## src/hw/rtl/preset_length_winder_control_assert.svh

```systemverilog
// Assertion macros used by plwc_step.
`ifndef PRESET_LENGTH_WINDER_CONTROL_ASSERT_SVH
`define PRESET_LENGTH_WINDER_CONTROL_ASSERT_SVH

// Same-cycle implication, checked outside reset
`define PLWC_ASSERT_IMPL(lbl, ck, rn, ante, cons) \
  lbl: assert property (@(posedge ck) disable iff (!(rn)) (ante) |-> (cons)) \
    else $error("plwc assertion failed");

// Next-cycle implication, checked outside reset
`define PLWC_ASSERT_NEXT(lbl, ck, rn, ante, cons) \
  lbl: assert property (@(posedge ck) disable iff (!(rn)) (ante) |=> (cons)) \
    else $error("plwc assertion failed");

`endif

```

## src/hw/rtl/plwc_pkg.sv

```systemverilog
package plwc_pkg;

  // Width of the internal pulse counter
  localparam int COUNT_BITS = 24;
  localparam int TGT_BITS   = 24;
  localparam int CMP_W      = (COUNT_BITS > TGT_BITS) ? COUNT_BITS : TGT_BITS;
  localparam int CFG_DW     = 24;
  localparam int CFG_AW     = 2;

  // Register indexes of the configuration port
  typedef enum logic [CFG_AW-1:0] {
    REG_TARGET   = 2'd0,
    REG_BEEP_TOT = 2'd1,
    REG_BEEP_LEN = 2'd2,
    REG_GAP_LEN  = 2'd3
  } reg_idx_t;

  // Reset values of the registers
  localparam logic [TGT_BITS-1:0] TARGET_RST   = 24'd165011;
  localparam logic [3:0]          BEEP_TOT_RST = 4'd3;
  localparam logic [15:0]         BEEP_LEN_RST = 16'd300;
  localparam logic [7:0]          GAP_LEN_RST  = 8'd150;

  localparam logic [7:0] GAP_MAX = 8'hFF;

  // LED codes
  localparam logic [3:0] LED_IDLE  = 4'b0101;
  localparam logic [3:0] LED_START = 4'b1111;
  localparam logic [3:0] LED_STOP  = 4'b0000;
  localparam logic [3:0] LED_BAR0  = 4'b0000;
  localparam logic [3:0] LED_BAR1  = 4'b0001;
  localparam logic [3:0] LED_BAR2  = 4'b0011;
  localparam logic [3:0] LED_BAR3  = 4'b0111;
  localparam logic [3:0] LED_BAR4  = 4'b1111;

  typedef enum logic [1:0] {
    CAUSE_NONE   = 2'd0,
    CAUSE_BUTTON = 2'd1,
    CAUSE_TARGET = 2'd2
  } stop_cause_t;

  typedef struct packed {
    logic [TGT_BITS-1:0] target_pulses;
    logic [3:0]          beep_total;
    logic [15:0]         beep_len_ms;
    logic [7:0]          gap_len_ms;
  } cfg_t;

  typedef struct packed {
    logic       ms_tick;
    logic [3:0] enc_delta;
    logic       button_press;
  } item_t;

  // Bargraph: floor(4*capped/target) steps, found by compares against
  // target, 2*target, 3*target and 4*target. capped never exceeds target.
  function automatic logic [3:0] bar_leds(input logic [TGT_BITS-1:0] capped,
                                          input logic [TGT_BITS-1:0] tgt);
    logic [TGT_BITS+1:0] q4;
    logic [TGT_BITS+1:0] t1;
    logic [TGT_BITS+1:0] t2;
    logic [TGT_BITS+1:0] t3;
    logic [TGT_BITS+1:0] t4;
    logic [3:0]          leds;
    q4 = {capped, 2'b00};
    t1 = {2'b00, tgt};
    t2 = {1'b0, tgt, 1'b0};
    t3 = t1 + t2;
    t4 = {tgt, 2'b00};
    if (tgt == '0) leds = LED_BAR0;
    else if (q4 >= t4) leds = LED_BAR4;
    else if (q4 >= t3) leds = LED_BAR3;
    else if (q4 >= t2) leds = LED_BAR2;
    else if (q4 >= t1) leds = LED_BAR1;
    else leds = LED_BAR0;
    return leds;
  endfunction

endpackage

```

## src/hw/rtl/plwc_in_if.sv

```systemverilog
// Input channel: one loop step per request
interface plwc_in_if;
  logic       valid;
  logic       ready;
  logic       ms_tick;
  logic [3:0] enc_delta;
  logic       button_press;

  modport source (output valid, ms_tick, enc_delta, button_press, input ready);
  modport sink (input valid, ms_tick, enc_delta, button_press, output ready);
endinterface

```

## src/hw/rtl/plwc_out_if.sv

```systemverilog
// Result channel: one result per step
interface plwc_out_if;
  logic        valid;
  logic        ready;
  logic        winding;
  logic        relay_drive;
  logic [3:0]  led_pattern;
  logic        buzzer_on;
  logic [23:0] wound_count;
  logic [1:0]  stop_cause;

  modport source (output valid, winding, relay_drive, led_pattern, buzzer_on,
                  wound_count, stop_cause, input ready);
  modport sink (input valid, winding, relay_drive, led_pattern, buzzer_on,
                wound_count, stop_cause, output ready);
endinterface

```

## src/hw/rtl/plwc_cfg.sv

```systemverilog
module plwc_cfg (
  input  logic                        clk,
  input  logic                        rst_n,
  input  logic                        cfg_we,
  input  logic [plwc_pkg::CFG_AW-1:0] cfg_idx,
  input  logic [plwc_pkg::CFG_DW-1:0] cfg_wdata,
  output plwc_pkg::cfg_t              cfg
);
  import plwc_pkg::*;

  cfg_t cfg_r;

  // Register file, written one register per request
  always_ff @(posedge clk) begin
    if (!rst_n) begin
      cfg_r.target_pulses <= TARGET_RST;
      cfg_r.beep_total    <= BEEP_TOT_RST;
      cfg_r.beep_len_ms   <= BEEP_LEN_RST;
      cfg_r.gap_len_ms    <= GAP_LEN_RST;
    end else if (cfg_we) begin
      unique case (reg_idx_t'(cfg_idx))
        REG_TARGET:   cfg_r.target_pulses <= cfg_wdata[TGT_BITS-1:0];
        REG_BEEP_TOT: cfg_r.beep_total    <= cfg_wdata[3:0];
        REG_BEEP_LEN: cfg_r.beep_len_ms   <= cfg_wdata[15:0];
        REG_GAP_LEN:  cfg_r.gap_len_ms    <= cfg_wdata[7:0];
      endcase
    end
  end

  assign cfg = cfg_r;

endmodule

```

## src/hw/rtl/plwc_in_reg.sv

```systemverilog
module plwc_in_reg (
  input  logic              clk,
  input  logic              rst_n,
  plwc_in_if.sink           in_ch,
  input  logic              take,
  output logic              item_valid,
  output plwc_pkg::item_t   item
);
  import plwc_pkg::*;

  logic  vld_r;
  logic  vld_nxt;
  item_t item_r;
  logic  acc;

  // Accept when empty or when the held request moves on this cycle
  assign in_ch.ready = !vld_r || take;
  assign acc         = in_ch.valid && in_ch.ready;

  always_comb begin
    vld_nxt = vld_r;
    if (acc) vld_nxt = 1'b1;
    else if (take) vld_nxt = 1'b0;
  end

  always_ff @(posedge clk) begin
    if (!rst_n) begin
      vld_r <= 1'b0;
    end else begin
      vld_r <= vld_nxt;
    end
  end

  // Payload register
  always_ff @(posedge clk) begin
    if (acc) begin
      item_r.ms_tick      <= in_ch.ms_tick;
      item_r.enc_delta    <= in_ch.enc_delta;
      item_r.button_press <= in_ch.button_press;
    end
  end

  assign item_valid = vld_r;
  assign item       = item_r;

endmodule

```

## src/hw/rtl/plwc_step.sv

```systemverilog
`include "preset_length_winder_control_assert.svh"

module plwc_step (
  input  logic            clk,
  input  logic            rst_n,
  input  plwc_pkg::cfg_t  cfg,
  input  logic            item_valid,
  input  plwc_pkg::item_t item,
  output logic            take,
  plwc_out_if.source      out_ch
);
  import plwc_pkg::*;

  // Controller state
  logic                  mode_r,    mode_nxt;
  logic [COUNT_BITS-1:0] pc_r,      pc_nxt;
  logic [3:0]            beeps_r,   beeps_nxt;
  logic                  in_gap_r,  in_gap_nxt;
  logic [7:0]            gap_r,     gap_nxt;
  logic [15:0]           buzz_r,    buzz_nxt;

  // Result register
  logic                  out_vld_r;
  logic                  winding_r;
  logic [3:0]            leds_r;
  logic                  buzzer_r;
  logic [23:0]           wound_r;
  stop_cause_t           cause_r;

  logic [15:0]           buzz1;
  logic [7:0]            gap1;
  logic [COUNT_BITS:0]   sum;
  logic [COUNT_BITS-1:0] pc1;
  logic [CMP_W-1:0]      pc1_ext;
  logic [CMP_W-1:0]      tgt_ext;
  logic [CMP_W-1:0]      capped;
  logic [CMP_W-1:0]      pc_nxt_ext;
  logic [3:0]            leds;
  stop_cause_t           cause;

  // Step moves when the result register is free or drains this cycle
  assign take = item_valid && (!out_vld_r || out_ch.ready);

  // Tick, then saturating count
  always_comb begin
    buzz1 = buzz_r;
    if (item.ms_tick && buzz_r != '0) buzz1 = buzz_r - 16'd1;
    gap1 = gap_r;
    if (item.ms_tick && in_gap_r && gap_r != GAP_MAX) gap1 = gap_r + 8'd1;
    sum = {1'b0, pc_r} + {{(COUNT_BITS - 3){1'b0}}, item.enc_delta};
    pc1 = sum[COUNT_BITS] ? {COUNT_BITS{1'b1}} : sum[COUNT_BITS-1:0];
  end

  assign pc1_ext = CMP_W'(pc1);
  assign tgt_ext = CMP_W'(cfg.target_pulses);
  assign capped  = (pc1_ext < tgt_ext) ? pc1_ext : tgt_ext;

  // Mode and beep sequencer
  always_comb begin
    mode_nxt   = mode_r;
    pc_nxt     = pc1;
    beeps_nxt  = beeps_r;
    in_gap_nxt = in_gap_r;
    gap_nxt    = gap1;
    buzz_nxt   = buzz1;
    leds       = LED_IDLE;
    cause      = CAUSE_NONE;
    if (!mode_r) begin
      // beep-gap sequence runs only in idle
      if (in_gap_r) begin
        if (gap1 >= cfg.gap_len_ms) begin
          in_gap_nxt = 1'b0;
          if (beeps_r != '0) begin
            beeps_nxt = beeps_r - 4'd1;
            buzz_nxt  = cfg.beep_len_ms;
          end
        end
      end else if (beeps_r != '0 && buzz1 == '0) begin
        in_gap_nxt = 1'b1;
        gap_nxt    = '0;
      end
      // start: cancel beeps, clear count
      if (item.button_press) begin
        beeps_nxt  = '0;
        in_gap_nxt = 1'b0;
        buzz_nxt   = '0;
        mode_nxt   = 1'b1;
        pc_nxt     = '0;
        leds       = LED_START;
      end
    end else begin
      leds = bar_leds(capped[TGT_BITS-1:0], cfg.target_pulses);
      if (item.button_press) cause = CAUSE_BUTTON;
      else if (pc1_ext >= tgt_ext) cause = CAUSE_TARGET;
      // stop: begin beeping, zero beep total counts as one
      if (cause != CAUSE_NONE) begin
        mode_nxt   = 1'b0;
        leds       = LED_STOP;
        beeps_nxt  = (cfg.beep_total == '0) ? 4'd0 : cfg.beep_total - 4'd1;
        in_gap_nxt = 1'b0;
        buzz_nxt   = cfg.beep_len_ms;
      end
    end
  end

  assign pc_nxt_ext = CMP_W'(pc_nxt);

  // State and result registers
  always_ff @(posedge clk) begin
    if (!rst_n) begin
      mode_r    <= 1'b0;
      pc_r      <= '0;
      beeps_r   <= '0;
      in_gap_r  <= 1'b0;
      gap_r     <= '0;
      buzz_r    <= '0;
      out_vld_r <= 1'b0;
    end else begin
      if (take) begin
        mode_r   <= mode_nxt;
        pc_r     <= pc_nxt;
        beeps_r  <= beeps_nxt;
        in_gap_r <= in_gap_nxt;
        gap_r    <= gap_nxt;
        buzz_r   <= buzz_nxt;
      end
      if (take) out_vld_r <= 1'b1;
      else if (out_ch.ready) out_vld_r <= 1'b0;
    end
  end

  always_ff @(posedge clk) begin
    if (take) begin
      winding_r <= mode_nxt;
      leds_r    <= leds;
      buzzer_r  <= (buzz_nxt != '0);
      wound_r   <= pc_nxt_ext[23:0];
      cause_r   <= cause;
    end
  end

  assign out_ch.valid       = out_vld_r;
  assign out_ch.winding     = winding_r;
  assign out_ch.relay_drive = winding_r;
  assign out_ch.led_pattern = leds_r;
  assign out_ch.buzzer_on   = buzzer_r;
  assign out_ch.wound_count = wound_r;
  assign out_ch.stop_cause  = cause_r;

  // Beeping is cancelled on start and cannot restart while winding
  `PLWC_ASSERT_IMPL(a_quiet_winding, clk, rst_n, mode_r,
                    beeps_r == '0 && !in_gap_r && buzz_r == '0)
  // A start step leaves winding with a cleared count
  `PLWC_ASSERT_NEXT(a_start_clears, clk, rst_n, take && !mode_r && item.button_press,
                    mode_r && pc_r == '0)
  // A reported stop always shows idle and dark LEDs
  `PLWC_ASSERT_IMPL(a_stop_result, clk, rst_n, out_vld_r && cause_r != CAUSE_NONE,
                    !winding_r && leds_r == LED_STOP)

endmodule

```

## src/hw/rtl/preset_length_winder_control.sv

```systemverilog
// Preset-length winder controller. Each request is one control-loop step
// (millisecond tick, encoder counts, button event) and yields exactly one
// result: mode, relay, LED bargraph, buzzer, saturating wound count and stop
// cause. A step is taken every clock cycle unless a result waits unaccepted
// on the output; a request passes through the input register, then the step
// logic that feeds the result register. While a result waits on the output,
// one more request can still enter the input register; after that the input
// stalls until the result is taken.
// Registers: 0 target pulses, 1 beep count, 2 beep length in ms ticks,
// 3 gap length in ms ticks; write them only while no step is in flight.
module preset_length_winder_control (
  input  logic                        clk,
  input  logic                        rst_n,
  input  logic                        cfg_we,
  input  logic [plwc_pkg::CFG_AW-1:0] cfg_idx,
  input  logic [plwc_pkg::CFG_DW-1:0] cfg_wdata,
  plwc_in_if.sink                     in_ch,
  plwc_out_if.source                  out_ch
);
  import plwc_pkg::*;

  cfg_t  cfg;
  item_t item;
  logic  item_valid;
  logic  take;

  plwc_cfg u_cfg (
    .clk       (clk),
    .rst_n     (rst_n),
    .cfg_we    (cfg_we),
    .cfg_idx   (cfg_idx),
    .cfg_wdata (cfg_wdata),
    .cfg       (cfg)
  );

  plwc_in_reg u_in_reg (
    .clk        (clk),
    .rst_n      (rst_n),
    .in_ch      (in_ch),
    .take       (take),
    .item_valid (item_valid),
    .item       (item)
  );

  plwc_step u_step (
    .clk        (clk),
    .rst_n      (rst_n),
    .cfg        (cfg),
    .item_valid (item_valid),
    .item       (item),
    .take       (take),
    .out_ch     (out_ch)
  );

endmodule

```

## src/flat_wrapper.sv

```systemverilog
// flat-port wrapper written by rule: the top's interface ports become plain ports
module preset_length_winder_control_flat import plwc_pkg::*;
  (clk, rst_n, cfg_we, cfg_idx, cfg_wdata, in_ch_valid, in_ch_ms_tick, in_ch_enc_delta, in_ch_button_press, in_ch_ready, out_ch_valid, out_ch_winding, out_ch_relay_drive, out_ch_led_pattern, out_ch_buzzer_on, out_ch_wound_count, out_ch_stop_cause, out_ch_ready);
  plwc_in_if in_ch_i ();
  plwc_out_if out_ch_i ();
  input  logic clk;
  input  logic rst_n;
  input  logic cfg_we;
  input  logic [plwc_pkg::CFG_AW-1:0] cfg_idx;
  input  logic [plwc_pkg::CFG_DW-1:0] cfg_wdata;
  input wire logic [$bits(in_ch_i.valid)-1:0] in_ch_valid;
  input wire logic [$bits(in_ch_i.ms_tick)-1:0] in_ch_ms_tick;
  input wire logic [$bits(in_ch_i.enc_delta)-1:0] in_ch_enc_delta;
  input wire logic [$bits(in_ch_i.button_press)-1:0] in_ch_button_press;
  output wire logic [$bits(in_ch_i.ready)-1:0] in_ch_ready;
  output wire logic [$bits(out_ch_i.valid)-1:0] out_ch_valid;
  output wire logic [$bits(out_ch_i.winding)-1:0] out_ch_winding;
  output wire logic [$bits(out_ch_i.relay_drive)-1:0] out_ch_relay_drive;
  output wire logic [$bits(out_ch_i.led_pattern)-1:0] out_ch_led_pattern;
  output wire logic [$bits(out_ch_i.buzzer_on)-1:0] out_ch_buzzer_on;
  output wire logic [$bits(out_ch_i.wound_count)-1:0] out_ch_wound_count;
  output wire logic [$bits(out_ch_i.stop_cause)-1:0] out_ch_stop_cause;
  input wire logic [$bits(out_ch_i.ready)-1:0] out_ch_ready;
  assign in_ch_i.valid = in_ch_valid;
  assign in_ch_i.ms_tick = in_ch_ms_tick;
  assign in_ch_i.enc_delta = in_ch_enc_delta;
  assign in_ch_i.button_press = in_ch_button_press;
  assign in_ch_ready = in_ch_i.ready;
  assign out_ch_valid = out_ch_i.valid;
  assign out_ch_winding = out_ch_i.winding;
  assign out_ch_relay_drive = out_ch_i.relay_drive;
  assign out_ch_led_pattern = out_ch_i.led_pattern;
  assign out_ch_buzzer_on = out_ch_i.buzzer_on;
  assign out_ch_wound_count = out_ch_i.wound_count;
  assign out_ch_stop_cause = out_ch_i.stop_cause;
  assign out_ch_i.ready = out_ch_ready;
  preset_length_winder_control u_core (.clk(clk), .rst_n(rst_n), .cfg_we(cfg_we), .cfg_idx(cfg_idx), .cfg_wdata(cfg_wdata), .in_ch(in_ch_i), .out_ch(out_ch_i));
endmodule
```

## config.mk

```make
export PLATFORM = sky130hd
export DESIGN_NAME = preset_length_winder_control_flat
export DESIGN_NICKNAME = d
export VERILOG_FILES = /design/src/hw/rtl/plwc_pkg.sv /design/src/hw/rtl/plwc_in_if.sv /design/src/hw/rtl/plwc_out_if.sv /design/src/hw/rtl/plwc_cfg.sv /design/src/hw/rtl/plwc_in_reg.sv /design/src/hw/rtl/plwc_step.sv /design/src/hw/rtl/preset_length_winder_control.sv /design/src/flat_wrapper.sv
export VERILOG_INCLUDE_DIRS = /design/src /design/src/hw/rtl
export SDC_FILE = /design/constraint.sdc
export NUM_CORES = 1
export LEC_CHECK = 0
export BUFFER_PORTS_ARGS = -buffer_cell sky130_fd_sc_hd__buf_2
export CORE_MARGIN = 1.5
export CORE_UTILIZATION = 50
export CTS_BUF_LIST = sky130_fd_sc_hd__clkbuf_8
export CTS_CLUSTER_DIAMETER = 200
export DETAILED_ROUTE_END_ITERATION = 8
export MAX_ROUTING_LAYER = met4
export PLACE_DENSITY = 0.69
export SLEW_MARGIN = 30
export SYNTH_ARGS = -nofsm -noshare
export SYNTH_HDL_FRONTEND = slang
export SYNTH_SLANG_ARGS = --single-unit
```

## constraint.sdc

```tcl
create_clock -name clk -period 5.67 [get_ports clk]
set_input_delay 1.701 -clock clk [delete_from_list [all_inputs] [get_ports clk]]
set_output_delay 1.701 -clock clk [all_outputs]
set_load 0.01 [all_outputs]
```

# --- Yosys cells after proc, flatten, opt, wreduce, memory -nomap -nowiden ---
# Cells that the tools add are included.
word_totals:
  regBits: 146
  input_bits: 37
  output_inout_bits: 35
  word_cells: 113
classes:
  n_addsub: 6
  magnitude_cmp: 7
  eq_ne: 5
  n_mux: 46
  n_reduce_logical: 29
op_table:
  columns: ["op", "n"]
  rows:
  - ["$mux 16", 7]
  - ["$mux 24", 4]
  - ["$ge 26x26->1", 2]
  - ["$mux 4", 12]
  - ["$mux 8", 4]
  - ["$reduce_bool 16->1", 2]
  - ["$add 24x25->26", 1]
  - ["$ge 26x24->1", 1]
  - ["$ge 26x25->1", 1]
  - ["$add 24x4->25", 1]
  - ["$ge 24x24->1", 1]
  - ["$logic_not 24->1", 1]
  - ["$lt 24x24->1", 1]
  - ["$logic_not 16->1", 1]
  - ["$sub 16x1->16 const B", 1]
  - ["$mux 1", 14]
  - ["$reduce_and 2->1", 5]
  - ["$reduce_bool 3->1", 3]
  - ["$add 8x1->8 const B", 1]
  - ["$ge 8x8->1", 1]
  - ["$mux 2", 4]
  - ["$ne 8x8->1 const B", 1]
  - ["$sub 4x1->4 const B", 2]
  - ["$logic_and 1x1->1", 6]
  - ["11 further kinds", 16]

# --- Logic depth before layout (Yosys ltp) ---
# Gate-level depths: netlist (run 1).
depth:
  ltp_word: 12
  depth_mapped: 26
  mapped_depth_nobuf: 25

# --- Hierarchy ---
# A second synthesis (run 1) with hierarchy kept.
hier_totals:
  hier_cells: 1364
  hier_area_um2: 11509.8
modules_own_cells:
  columns: ["mod", "n_inst", "cells_each", "area_per_inst_um2", "seq_area_each_um2"]
  rows:
  - ["plwc_step", 1, 1142, 9183.8, 2062.0]
  - ["plwc_cfg", 1, 211, 2088.3, 1041.0]
  - ["plwc_in_reg", 1, 11, 237.7, 200.2]

# --- Worst setup path before layout (run 1) ---
# No wires, ideal clock.
synth_path:
  path_type: "flip-flop to flip-flop"
  start: "register u_core.u_in_reg.item_r (netlist bit u_core.u_in_reg.item[1])"
  end: "register u_core.u_step.leds_r[0] (netlist: u_core.u_step.out_ch.led_pattern[0]) (data pin)"
  setup_time_ps: 269
  arrival_ps: 5565
  required_time_ps: 5401
  slack_ps: -164
  stages_incl_launch_ff: 26
  path_buffers: 3
  period_less_slack_ps: 5834
  cell_sequence: "edfxtp_1 > ha_1 > fa_1 > a21o_1 > a21oi_1 > or3b_1 > or2_1 > clkbuf_1 > clkbuf_1 > nand2_1 > ha_1 > a21oi_1 > o21ai_0 > a211oi_1 > nand3_1 > clkbuf_1 > o21ai_0 > ha_1 > a21oi_1 > o21ai_0 > a211oi_1 > o21ai_0 > a221oi_1 > o21ai_0 > a221oi_1 > o21ai_0"
synth_between:
  elab_chain_len: 12
  elab_cells_between_ends: 20
  cone_classes: "add/sub: 1; order compare: 6; mux: 12; reduce/logical: 1"
synth_rtl:
  columns: ["item", "line", "text"]
  rows:
  - ["start: declaration", "plwc_in_reg.sv:13", "item_t item_r;"]
  - ["$add 24x4->25 *", "plwc_step.sv:50", "sum = {1'b0, pc_r} + {{(COUNT_BITS - 3){1'b0}}, item.enc_delta};"]
  - ["$mux 24 *", "plwc_step.sv:51", "pc1 = sum[COUNT_BITS] ? {COUNT_BITS{1'b1}} : sum[COUNT_BITS-1:0];"]
  - ["$lt 24x24->1", "plwc_step.sv:56", "assign capped = (pc1_ext < tgt_ext) ? pc1_ext : tgt_ext;"]
  - ["$mux 24", "plwc_step.sv:56", null]
  - ["$ge 26x24->1", "plwc_pkg.sv:74", "else if (q4 >= t1) leds = LED_BAR1;"]
  - ["$mux 1", "plwc_pkg.sv:74", null]
  - ["$mux 2", "plwc_pkg.sv:73", "else if (q4 >= t2) leds = LED_BAR2;"]
  - ["$mux 3", "plwc_pkg.sv:72", "else if (q4 >= t3) leds = LED_BAR3;"]
  - ["$mux 4", "plwc_pkg.sv:71", "else if (q4 >= t4) leds = LED_BAR4;"]
  - ["$mux 4", "plwc_pkg.sv:70", "if (tgt == '0) leds = LED_BAR0;"]
  - ["$mux 4 *", "plwc_step.sv:96", "if (cause != CAUSE_NONE) begin"]
  - ["$mux 4 *", "plwc_step.sv:68", "if (!mode_r) begin"]
  - ["end signal: assignment", "plwc_step.sv:135", "leds_r <= leds;"]
  - ["end: declaration", "plwc_step.sv:25", "logic [3:0] leds_r;"]
# Every way passes the cells marked *; elsewhere a longest branch is shown, timed or not. The select of a mux whose other input is x is not followed.
# A chain may end at the register's enable or synchronous reset.

# --- Worst setup path in the final report (run 1) ---
layout_path:
  start: "register u_core.u_in_reg.item_r (netlist bit u_core.u_in_reg.item[2])"
  end: "register u_core.u_step.leds_r[1] (netlist: u_core.u_step.out_ch.led_pattern[1]) (data pin)"
layout_between:
  elab_chain_len: 11
  elab_cells_between_ends: 18
  cone_classes: "add/sub: 1; order compare: 5; mux: 11; reduce/logical: 1"
layout_rtl:
  columns: ["item", "line", "text"]
  rows:
  - ["$add 24x4->25 *", "plwc_step.sv:50", null]
  - ["$mux 24 *", "plwc_step.sv:51", null]
  - ["$lt 24x24->1", "plwc_step.sv:56", null]
  - ["$mux 24", "plwc_step.sv:56", null]
  - ["$ge 26x25->1", "plwc_pkg.sv:73", null]
  - ["$mux 2", "plwc_pkg.sv:73", null]
  - ["$mux 3", "plwc_pkg.sv:72", null]
  - ["$mux 4", "plwc_pkg.sv:71", null]
  - ["$mux 4", "plwc_pkg.sv:70", null]
  - ["$mux 4 *", "plwc_step.sv:96", null]
  - ["$mux 4 *", "plwc_step.sv:68", null]
  - ["net u_core.u_step.leds[1]", "plwc_step.sv:38", "logic [3:0] leds;"]
# Mark *: on every way through the listed nets, which the timed path passes. The rest lies on a longest branch. The select of a mux whose other input is x is not followed.

==> flow_metrics.py, run 1 <==
metrics = {
    "timing": {
        "skew_ns": 0.0169,
        "max_slew_margin_pct": 47.1,
        "final_max_slew_viol_count": 0,
        "hold_violations": 0,
        "rsz0062_at_grt": "yes",
        "layout_min_cycle_time_ns": 5.52,
        "finalSetupViolations": 0,
        "fin_crit_sh_pct": 97.3,
        "tightest_slew_ns": 0.793,
        "max_freq_mhz": 181,
    },
    "critical_path": {
        "arrival_ns": 5.72,
        "timing_worst_setup_path_type": "register to register",
        "critPathRequiredTime_ns": 5.87,
        "end_kind": "register",
        "setup.worst_path.start_class": "register",
        "rr_worst_depth": 25,
        "crit_fanout": 7,
    },
    "die": {
        "die_width_um": 153,
        "start_util_pct": 51.4,
        "boundaryPins": 72,
        "num_rows": 54,
        "core_mm2": 0.0220,
        "dieHeight_um": 153,
        "dieArea_mm2": 0.0235,
    },
    "synthesis": {
        "synth_fa_ha_area_share_pct": 18.8,
        "synth_top_area_share_pct": 19.2,
        "yosys.area_share.xor_xnor_pct": 4.35,
        "muxShareOfSynthArea_pct": 1.11,
        "synth_top_family_by_area": "compound AO/OA/AOI/OAI gates",
        "synthFlopType": "dfxtp_1",
        "ys_warn_count": 0,
        "ys_ff_latch": 146,
        "synthesis.area_mm2": 0.0113,
        "synth_area_per_cell_um2": 8.45,
        "synth.area.top_cells": "dfxtp_1 (19%), ha_1 (18%), edfxtp_1 (10%)",
        "synth_simple_gate_area_share_pct": 21.0,
        "synth-compound-area-share_pct": 21.7,
        "post-synth-top-count-cell": "nand2_1",
        "synth_top_area_cell": "dfxtp_1",
        "syn-instance-count": 1336,
        "yosysSeqAreaShare_pct": 29.3,
        "synthDistinctLibCells": 82,
        "synthTopCellsByCount": "nand2_1 (224), ha_1 (166), dfxtp_1 (108), a21oi_1 (94), nor2_1 (75)",
        "synth_edf_count": 38,
        "async_flop_share_pct": 0,
        "synthesis.nets": 1541,
    },
    "clock_network": {
        "clkSinkCount": 146,
        "cts-root-buf": "clkbuf_8",
        "cts_tree": "yes",
        "cts_buffer_depth": 2,
        "clk_pin_slew_ns": 0.10,
        "clkLatencyLatePin_ns": 0.47,
        "hold_buffers": 0,
        "htree_levels": 4,
        "cts_made_buffers": 17,
    },
    "placed_design": {
        "port-buffer-count": 71,
        "gp_congestion": 0.968,
        "dpl_cell_area_mm2": 0.0121,
        "place_hpwl_mm": 22.6,
    },
    "power": {
        "cellLeakagePower_nw": 5.62,
        "finalPower_mw": 2.53,
        "p_per_area_mw_per_mm2": 195,
        "ir_worst_vdd_mv": 0.152,
    },
    "route": {
        "ant_nets": 0,
        "viasPerCell": 5.95,
        "drc": 5,
        "drt_wl_total_mm": 30.4,
        "vias": 10200,
        "first_pass_iters": 9,
        "dr.first_iter.drc_count": 742,
        "wl_per_cell_um": 17.7,
    },
    "global_routing": {
        "top_usage_layer": "met2",
        "use_met2_pct": 43.4,
        "grt_pass1_wl_mm": 48.6,
        "gr-total-overflow": 0,
        "use_met1_pct": 33.3,
        "grt_antenna_before_repair": 0,
        "grt_pass1_vias": 9766,
        "grt_max_degree": 70,
        "grt_use_total_pct": 26.5,
        "gr-usage-met3_pct": 3.43,
    },
    "outcome": {
        "outcome": "finished, violations left",
        "violations": "design-rule violations",
    },
    "run": {
        "drv_cap": 0,
    },
    "layout": {
        "drive_above_1_share_pct": 16.4,
        "register_area_mm2": 0.00331,
        "antenna_cells": 0,
        "fill_cells": 1895,
        "postLayoutCellArea_mm2": 0.0130,
        "multiInputGateArea_mm2": 0.00781,
        "syn_to_final_growth_pct": 14.9,
        "final_nets": 1632,
    },
    "hold_path": {
        "holdCritPathClass": "register to register",
        "hold_depth": 2,
    },
}
[where the power goes]
group / internal (mW) / total (mW) / switching, mW
Clock: 0.405 / 0.882 / 0.477
Combinational: 0.201 / 0.503 / 0.302
Sequential: 1.11 / 1.14 / 0.0331
[cell families after synthesis]
group,after synthesis
xor+xnor,56
mux,12
fa+ha+maj,168
buf+inv,108
simple gates,481
compound gates,365
flops,146
[per-layer routing]
layer,vias up,routed length [µm]
li1,5049,-
met1,4812,13800
met2,308,14300
met3,63,1380
met4,0,915
met5,-,0
[timing repair]
item                       in CTS  in global routing
gates cloned                    0                  5
buffers inserted                0                  6
setup endpoints to repair       2                  4
pin swaps                       0                 20
gates resized for setup         5                 61
[flip-flops by register name, summed over array words and instances (netlist names)]
| name | cells |
|---|---|
| u_core.u_step.out_ch.wound_count | 24 |
| u_core.u_step.pc_r | 24 |
| u_core.u_step.mode_r | 1 |
| u_core.u_step.out_ch.led_pattern | 4 |
| u_core.u_step.out_ch.stop_cause | 2 |
| u_core.u_in_reg.item_valid | 1 |
| u_core.u_step.gap_r | 8 |
| u_core.u_step.out_ch.valid | 1 |
| u_core.u_step.buzz_r | 16 |
| u_core.u_step.in_gap_r | 1 |
| u_core.u_cfg.cfg | 52 |
| u_core.u_step.beeps_r | 4 |
| u_core.u_step.out_ch.buzzer_on | 1 |
| u_core.u_step.out_ch.relay_drive | 1 |
| u_core.u_in_reg.item | 6 |
[layout make-up]
cell class	count	area share, %
inverters	55	1.59
clock buffers	17	1.81
multi-input cells	1082	60.3
clock inverters	15	1.36
repair buffers	125	6.75
flip-flops and latches	146	25.5
well taps	280	2.70
[cells in the final DEF, fill, tap and decap left out, types with 12 or more instances in the layout]
master | synthesis | routed
nor3_1 | 15 | 13
o21ai_1 | 4 | 17
nand4_1 | 28 | 28
clkbuf_8 | 0 | 17
and2_1 | 13 | 13
nor2b_1 | 15 | 15
a31oi_1 | 12 | 12
a21oi_2 | 2 | 18
nand3_1 | 29 | 28
a21oi_1 | 94 | 78
inv_1 | 53 | 53
dfxtp_1 | 108 | 105
xor2_1 | 19 | 19
buf_4 | 1 | 44
a21boi_0 | 51 | 51
o21ai_0 | 49 | 35
buf_2 | 5 | 71
a21o_1 | 29 | 29
a21boi_1 | 15 | 15
edfxtp_1 | 38 | 38
and3_1 | 13 | 13
xnor2_1 | 37 | 33
ha_1 | 166 | 161
nand2_1 | 224 | 222
o211ai_1 | 20 | 20
nor2_1 | 75 | 75
[per-stage QoR]
step	worst slack [ns]	hold WS (ns)	utilization [%]	setup TNS, ns	instances
after floorplan	0.0918	0.439	-	0	1336
after global placement	0.0521	0.451	55.3	0	1677
after detailed placement	-0.0824	0.453	55.3	-0.143	1677
after CTS	0.0115	0.466	57.2	0	1709
after global routing	-0.0752	0.511	59.0	-0.133	1720
final	0.154	0.470	59.0	0	1720
[critical path, stage by stage, from the launching register on]
cell,delay (ns)
edfxtp_1,0.44
ha_1,0.32
a211o_1,0.28
a21oi_2,0.19
buf_4,0.17
nor4_1,0.06
xnor2_1,0.23
nand2_1,0.19
ha_1,0.36
a21oi_1,0.16
o21ai_1,0.12
a211oi_4,0.32
nand3_4,0.25
buf_12,0.21
nor2_1,0.13
a21oi_1,0.06
buf_4,0.17
ha_1,0.32
a211oi_2,0.22
o21ai_1,0.10
o211ai_1,0.09
a21oi_1,0.11
nor3b_2,0.23
nand3_1,0.17
a211oi_2,0.25
o21ai_1,0.09
[worst paths after layout]
check,startpoint,to,slack [ns]
setup / recovery,u_core.u_in_reg.item[2]$_DFFE_PP_,u_core.u_step.out_ch.led_pattern[1]$_DFFE_PP_,0.15
hold / removal,u_core.u_cfg.cfg[6]$_SDFFE_PN0P_,u_core.u_cfg.cfg[6]$_SDFFE_PN0P_,0.47
setup reg to reg,u_core.u_in_reg.item[2]$_DFFE_PP_,u_core.u_step.out_ch.led_pattern[1]$_DFFE_PP_,0.15
hold reg to reg,u_core.u_cfg.cfg[6]$_SDFFE_PN0P_,u_core.u_cfg.cfg[6]$_SDFFE_PN0P_,0.47
(Power assumes the default switching activity.)
==> run 2, diff against run 1 <==
--- a/config.mk
+++ b/config.mk
@@ -7,7 +7,7 @@
 export NUM_CORES = 1
 export LEC_CHECK = 0
 export BUFFER_PORTS_ARGS = -buffer_cell sky130_fd_sc_hd__buf_2
-export CORE_MARGIN = 1.5
+export CORE_ASPECT_RATIO = 0.6
 export CORE_UTILIZATION = 50
 export CTS_BUF_LIST = sky130_fd_sc_hd__clkbuf_8
 export CTS_CLUSTER_DIAMETER = 200
==> run 2 against run 1 <==
Compared with the run above:
- the run now ends clean
- die area decreased by 1.2%
- clock skew increased by 0.0046 ns
- non-clock buffer count increased by 2
- sequential share of layout area increased by 0.13 points
- sequential cell count unchanged
- worst setup slack improved by 0.017 ns
- utilization decreased by 0.68 points
- highest routed layer unchanged
- combinational power increased by 3%
- power increased by 2.9%
- first-iteration DRC count increased by 26%
- hold slack improved by 0.0063 ns
==> flow_metrics.py, run 2 (synthesis results as in run 1) <==
metrics = {
    "outcome": {
        "outcome": "finished clean",
    },
    "critical_path": {
        "end_kind": "register",
        "crit_slowest_cell": "dfxtp_1",
        "regToRegSetupSlack_ns": 0.17,
        "slowest_delay_ns": 0.44,
        "crit_fanout": 6,
        "cp_cell_sequence": "and4_1 -> nand4_1 -> buf_4 -> nor3_1 -> and4_1 -> xnor2_2 -> nand2_1 -> ha_1 -> nand4_1 -> nor3_2 -> o211ai_1 -> nand3_4 -> clkbuf_16 -> nor2_1 -> a21oi_2 -> ha_1 -> a21o_1 -> a21oi_1 -> nor2b_1 -> o31a_1 -> a31oi_1 -> nand3_1 -> buf_4 -> a21o_1",
        "arrival_ns": 5.76,
        "critPathRequiredTime_ns": 5.93,
        "timing_worst_setup_path_type": "register to register",
        "setup.worst_path.start_class": "register",
    },
    "power": {
        "finalPower_mw": 2.60,
        "p_per_area_mw_per_mm2": 202,
        "cellLeakagePower_nw": 5.65,
        "ir_worst_vdd_mv": 0.153,
    },
    "clock_network": {
        "cts-root-buf": "clkbuf_8",
        "cts_tree": "yes",
        "clkSinkCount": 146,
        "clk_pin_slew_ns": 0.10,
        "cts_buffer_depth": 2,
        "clkLatencyLatePin_ns": 0.49,
        "cts_made_buffers": 17,
        "htree_levels": 4,
        "hold_buffers": 0,
    },
    "placed_design": {
        "placed_cells": 1686,
        "place_hpwl_mm": 24.4,
        "dpl_cell_area_mm2": 0.0122,
        "gp_congestion": 0.906,
        "pre_cts_slack_ns": 0.0000910,
        "port-buffer-count": 71,
    },
    "die": {
        "dieHeight_um": 118,
        "dieArea_mm2": 0.0232,
        "num_rows": 42,
        "start_util_pct": 51.1,
        "die_width_um": 196,
        "core_mm2": 0.0221,
        "boundaryPins": 72,
    },
    "timing": {
        "finalSetupViolations": 0,
        "layout_min_cycle_time_ns": 5.50,
        "max_freq_mhz": 182,
        "tightest_slew_ns": 0.920,
        "max_slew_margin_pct": 38.7,
        "fin_ws_ns": 0.171,
        "hold_violations": 0,
        "fin_hold_ws_ns": 0.477,
        "fin_crit_sh_pct": 97.0,
        "skew_ns": 0.0215,
        "final_max_slew_viol_count": 0,
    },
    "run": {
        "drv_cap": 0,
    },
    "global_routing": {
        "gr-total-overflow": 0,
        "top_usage_layer": "met1",
        "grt_use_total_pct": 28.2,
        "gr-usage-met3_pct": 6.08,
        "grt_pass1_vias": 9401,
        "grt_max_degree": 56,
        "use_met1_pct": 45.1,
        "use_met2_pct": 35.0,
        "grt_pass1_wl_mm": 50.2,
        "grt_antenna_before_repair": 0,
    },
    "route": {
        "drt_wl_total_mm": 32.1,
        "drc": 0,
        "first_pass_iters": 5,
        "viasPerCell": 6.04,
        "dr.first_iter.drc_count": 932,
        "wl_per_cell_um": 18.6,
        "vias": 10400,
        "ant_nets": 0,
    },
    "layout": {
        "antenna_cells": 0,
        "fin_cells": 1728,
        "final_nets": 1634,
        "final_cell_mix": "nand2_1 (224), ha_1 (165), dfxtp_1 (108), a21oi_1 (83), nor2_1 (75)",
        "largest_register_ffs": 52,
        "postLayoutCellArea_mm2": 0.0129,
        "syn_to_final_growth_pct": 14.1,
        "fill_cells": 2022,
        "drive_above_1_share_pct": 15.3,
        "final_common_cell": "nand2_1",
    },
    "hold_path": {
        "holdCritPathClass": "register to register",
    },
}
-- run 2: cell types whose count changed in the layout (fill, tap and decap cells not counted), moves of 2 or more --
cell | previous run | this run
o21ai_0 | 35 | 45
o21ai_1 | 17 | 7
a21oi_2 | 18 | 12
a21oi_1 | 78 | 83
ha_1 | 161 | 165
ha_4 | 4 | 0
buf_4 | 44 | 47
dfxtp_1 | 105 | 108
dfxtp_2 | 3 | 0
clkinvlp_4 | 2 | 0
nand2_1 | 222 | 224
nand2_2 | 2 | 0
xnor2_1 | 33 | 35
xnor2_2 | 4 | 2
-- run 2: final timing paths --
kind / cells after the start / endpoint / from
setup / recovery: 24 / u_core.u_step.out_ch.led_pattern[2]$_SDFFCE_PN1P_ / u_core.u_step.pc_r[4]$_SDFFE_PN0P_
hold / removal: 2 / u_core.u_cfg.cfg[6]$_SDFFE_PN0P_ / u_core.u_cfg.cfg[6]$_SDFFE_PN0P_
setup reg to reg: 24 / u_core.u_step.out_ch.led_pattern[2]$_SDFFCE_PN1P_ / u_core.u_step.pc_r[4]$_SDFFE_PN0P_
hold reg to reg: 2 / u_core.u_cfg.cfg[6]$_SDFFE_PN0P_ / u_core.u_cfg.cfg[6]$_SDFFE_PN0P_
-- run 2: per-layer routing --
metal	vias up	part of all wire [%]
li1	5065	-
met1	4902	53
met2	430	38
met3	32	8.2
met4	0	0.81
met5	-	0
-- run 2: where the power goes --
group / switching, mW / internal (mW)
registers: 0.0336 / 1.11
logic: 0.315 / 0.201
clock network: 0.479 / 0.464
-- run 2: metrics by stage --
step	utilization, %	TNS [ns]
final	58.4	0
after global routing	58.4	-0.137
after CTS	57.1	0
after detailed placement	55.1	0
after global placement	55.1	0
after floorplan	-	0
-- run 2: worst max-delay path, delay by kind of cell, from the launching register on --
kind | cells | cell delay, ns
flip-flops | 1 | 0.44
buffers and inverters | 3 | 0.57
adder cells (fa/ha/maj) | 2 | 0.60
AO/OA/AOI/OAI | 7 | 1.36
XOR/XNOR | 1 | 0.14
AND/OR/NAND/NOR | 11 | 2.14
-- run 2: layout make-up --
| cell class | instances | area (µm²) | share of cell area [%] |
|---|---|---|---|
| Multi-Input combinational cell | 1082 | 7710 | 59.8 |
| Sequential cell | 146 | 3300 | 25.6 |
| Timing Repair Buffer | 127 | 865 | 6.71 |
| Tap cell | 286 | 358 | 2.78 |
| Clock buffer | 18 | 248 | 1.92 |
| Inverter | 55 | 206 | 1.60 |
| Clock inverter | 14 | 193 | 1.50 |
-- run 2: timing repair --
| action | in CTS | in global routing |
|---|---|---|
| endpoints found under the hold margin | 0 | 0 |
| endpoints found under the setup margin | 0 | 4 |
| buffers inserted | 0 | 5 |
| gates resized for setup | 0 | 34 |
==> run 3, diff against run 2 <==
--- a/config.mk
+++ b/config.mk
@@ -8,12 +8,12 @@
 export LEC_CHECK = 0
 export BUFFER_PORTS_ARGS = -buffer_cell sky130_fd_sc_hd__buf_2
 export CORE_ASPECT_RATIO = 0.6
-export CORE_UTILIZATION = 50
+export CORE_UTILIZATION = 30
 export CTS_BUF_LIST = sky130_fd_sc_hd__clkbuf_8
 export CTS_CLUSTER_DIAMETER = 200
 export DETAILED_ROUTE_END_ITERATION = 8
 export MAX_ROUTING_LAYER = met4
-export PLACE_DENSITY = 0.69
+export PLACE_DENSITY = 0.46
 export SLEW_MARGIN = 30
 export SYNTH_ARGS = -nofsm -noshare
 export SYNTH_HDL_FRONTEND = slang
==> run 3 against run 2 <==
Compared with the run above:
- sequential share of layout area decreased by 1.1 points
- combinational power increased by 3%
- via count decreased by 3.1%
- utilization decreased by 22 points
- clock power about the same
- power increased by 0.46%
- largest cell class unchanged
- highest routed layer unchanged
==> flow_metrics.py, run 3 (synthesis results as in run 1) <==
metrics = {
    "outcome": {
        "outcome": "finished clean",
    },
    "route": {
        "ant_nets": 0,
        "vias": 10100,
        "drt_wl_total_mm": 35.9,
        "dr.first_iter.drc_count": 830,
        "wl_per_cell_um": 18.2,
        "first_pass_iters": 5,
        "viasPerCell": 5.13,
        "drc": 0,
    },
    "global_routing": {
        "grt_pass1_vias": 9221,
        "grt_antenna_before_repair": 0,
        "grt_use_total_pct": 19.3,
        "gr-total-overflow": 0,
        "grt_pass1_wl_mm": 55.3,
        "grt_max_degree": 53,
    },
    "layout": {
        "drive_above_1_share_pct": 17.7,
        "final_cell_mix": "nand2_1 (222), ha_1 (161), dfxtp_1 (107), a21oi_1 (83), nor2_1 (74)",
        "final_common_cell": "nand2_1",
        "syn_to_final_growth_pct": 19.3,
        "postLayoutCellArea_mm2": 0.0135,
        "largest_register_ffs": 52,
        "final_util_pct": 36.7,
        "final_nets": 1659,
        "antenna_cells": 0,
    },
    "die": {
        "start_util_pct": 30.8,
        "die_width_um": 252,
        "dieArea_mm2": 0.0384,
        "core_mm2": 0.0367,
        "num_rows": 54,
        "dieHeight_um": 152,
        "boundaryPins": 72,
    },
    "power": {
        "internal_power_mw": 1.79,
        "p_comb_share_pct": 20.3,
        "power_frac_clock_pct": 36.0,
        "pwr-share-seq_pct": 43.7,
        "cellLeakagePower_nw": 5.78,
        "finalPower_mw": 2.61,
        "p_per_area_mw_per_mm2": 194,
        "ir_worst_vdd_mv": 0.139,
        "switching_share_pct": 31.4,
        "p_sw_mw": 0.820,
    },
    "clock_network": {
        "clkLatencyLatePin_ns": 0.50,
        "cts_tree": "yes",
        "cts-root-buf": "clkbuf_8",
        "cts_buffer_depth": 2,
        "clkSinkCount": 146,
        "hold_buffers": 0,
        "cts_made_buffers": 17,
        "clk_pin_slew_ns": 0.10,
        "htree_levels": 4,
    },
    "timing": {
        "fin_crit_sh_pct": 96.2,
        "max_freq_mhz": 183,
        "rsz0062_at_grt": "yes",
        "finalSetupViolations": 0,
        "final_max_slew_viol_count": 0,
        "skew_ns": 0.0159,
        "max_slew_margin_pct": 45.1,
        "hold_violations": 0,
        "tightest_slew_ns": 0.824,
        "layout_min_cycle_time_ns": 5.46,
    },
    "critical_path": {
        "slowest_delay_ns": 0.41,
        "setup.worst_path.start_class": "register",
        "end_kind": "register",
        "cp_cell_sequence": "and4_4 -> nand4_1 -> buf_4 -> or3b_4 -> or2_4 -> buf_6 -> nand2_1 -> ha_1 -> a211oi_2 -> o21ai_1 -> o211ai_1 -> nand3_4 -> buf_12 -> nor2_1 -> a21oi_1 -> buf_4 -> ha_1 -> a211o_1 -> a21oi_1 -> o21ai_0 -> a31oi_1 -> nand3_1 -> a211oi_2 -> o21ai_0",
        "arrival_ns": 5.70,
        "crit_fanout": 13,
        "timing_worst_setup_path_type": "register to register",
        "crit_slowest_cell": "dfxtp_1",
        "critPathRequiredTime_ns": 5.91,
    },
    "placed_design": {
        "place_hpwl_mm": 27.9,
        "gp_congestion": 0.859,
        "port-buffer-count": 71,
        "dpl_cell_area_mm2": 0.0126,
    },
    "hold_path": {
        "holdCritPathClass": "register to register",
    },
    "run": {
        "drv_cap": 0,
    },
}
run 3: power by group through the flow:
stage	combinational (mW)	clock [mW]	sequential (mW)
2_1_floorplan	0.349	0	1.16
3_3_place_gp	0.511	0	1.17
3_5_place_dp	0.513	0	1.17
4_1_cts	0.516	0.974	1.14
5_1_grt	0.589	1.01	1.15
6_report	0.530	0.939	1.14
run 3: layout make-up:
type | count | area [µm²]
Clock buffer | 17 | 234
Sequential cell | 146 | 3300
Fill cell | 3834 | 23200
Inverter | 55 | 206
Tap cell | 504 | 631
Multi-Input combinational cell | 1082 | 7820
Clock inverter | 15 | 191
Timing Repair Buffer | 152 | 1070
run 3: layer usage:
| metal | share of wire (%) | GRT usage (%) | wire length [µm] | up-vias |
|---|---|---|---|---|
| met4 | 0.48 | 3.03 | 172 | 0 |
| met5 | 0 | - | 0 | - |
| li1 | - | - | - | 5117 |
| met3 | 4.8 | 3.35 | 1730 | 10 |
| met2 | 35 | 22.4 | 12600 | 225 |
| met1 | 60 | 32.4 | 21400 | 4752 |
run 3: critical path: cells and delay by family (launching register included):
kind            cells  cell delay [ns]
compound gates     10             1.74
fa+ha+maj           2             0.58
buf+inv             4             0.77
flops               1             0.41
simple gates        8             1.71
run 3: per-stage QoR:
step / instances / hold slack, ns / worst slack (ns) / setup TNS (ns)
floorplan: 1336 / 0.439 / 0.0918 / 0
global placement: 1919 / 0.455 / -0.112 / -0.223
detailed placement: 1919 / 0.457 / -0.176 / -0.320
CTS: 1951 / 0.470 / 0.0308 / 0
global route: 1971 / 0.510 / -0.0674 / -0.109
finish: 1971 / 0.469 / 0.214 / 0
run 3: what timing repair did:
item	in CTS	in global routing
pin swaps	0	18
gates resized for setup	8	55
endpoints found under the setup margin	2	4
buffers inserted	0	17
cloned	0	3
run 3: worst paths after layout:
path                                      startpoint                                       endpoint  slack (ns)  cells past startpoint
setup / recovery  u_core.u_step.pc_r[7]$_SDFFE_PN0P_  u_core.u_step.out_ch.led_pattern[1]$_DFFE_PP_        0.21                     24
hold / removal      u_core.u_cfg.cfg[3]$_SDFFE_PN0P_               u_core.u_cfg.cfg[3]$_SDFFE_PN0P_        0.47                      2
setup reg to reg  u_core.u_step.pc_r[7]$_SDFFE_PN0P_  u_core.u_step.out_ch.led_pattern[1]$_DFFE_PP_        0.21                     24
hold reg to reg     u_core.u_cfg.cfg[3]$_SDFFE_PN0P_               u_core.u_cfg.cfg[3]$_SDFFE_PN0P_        0.47                      2
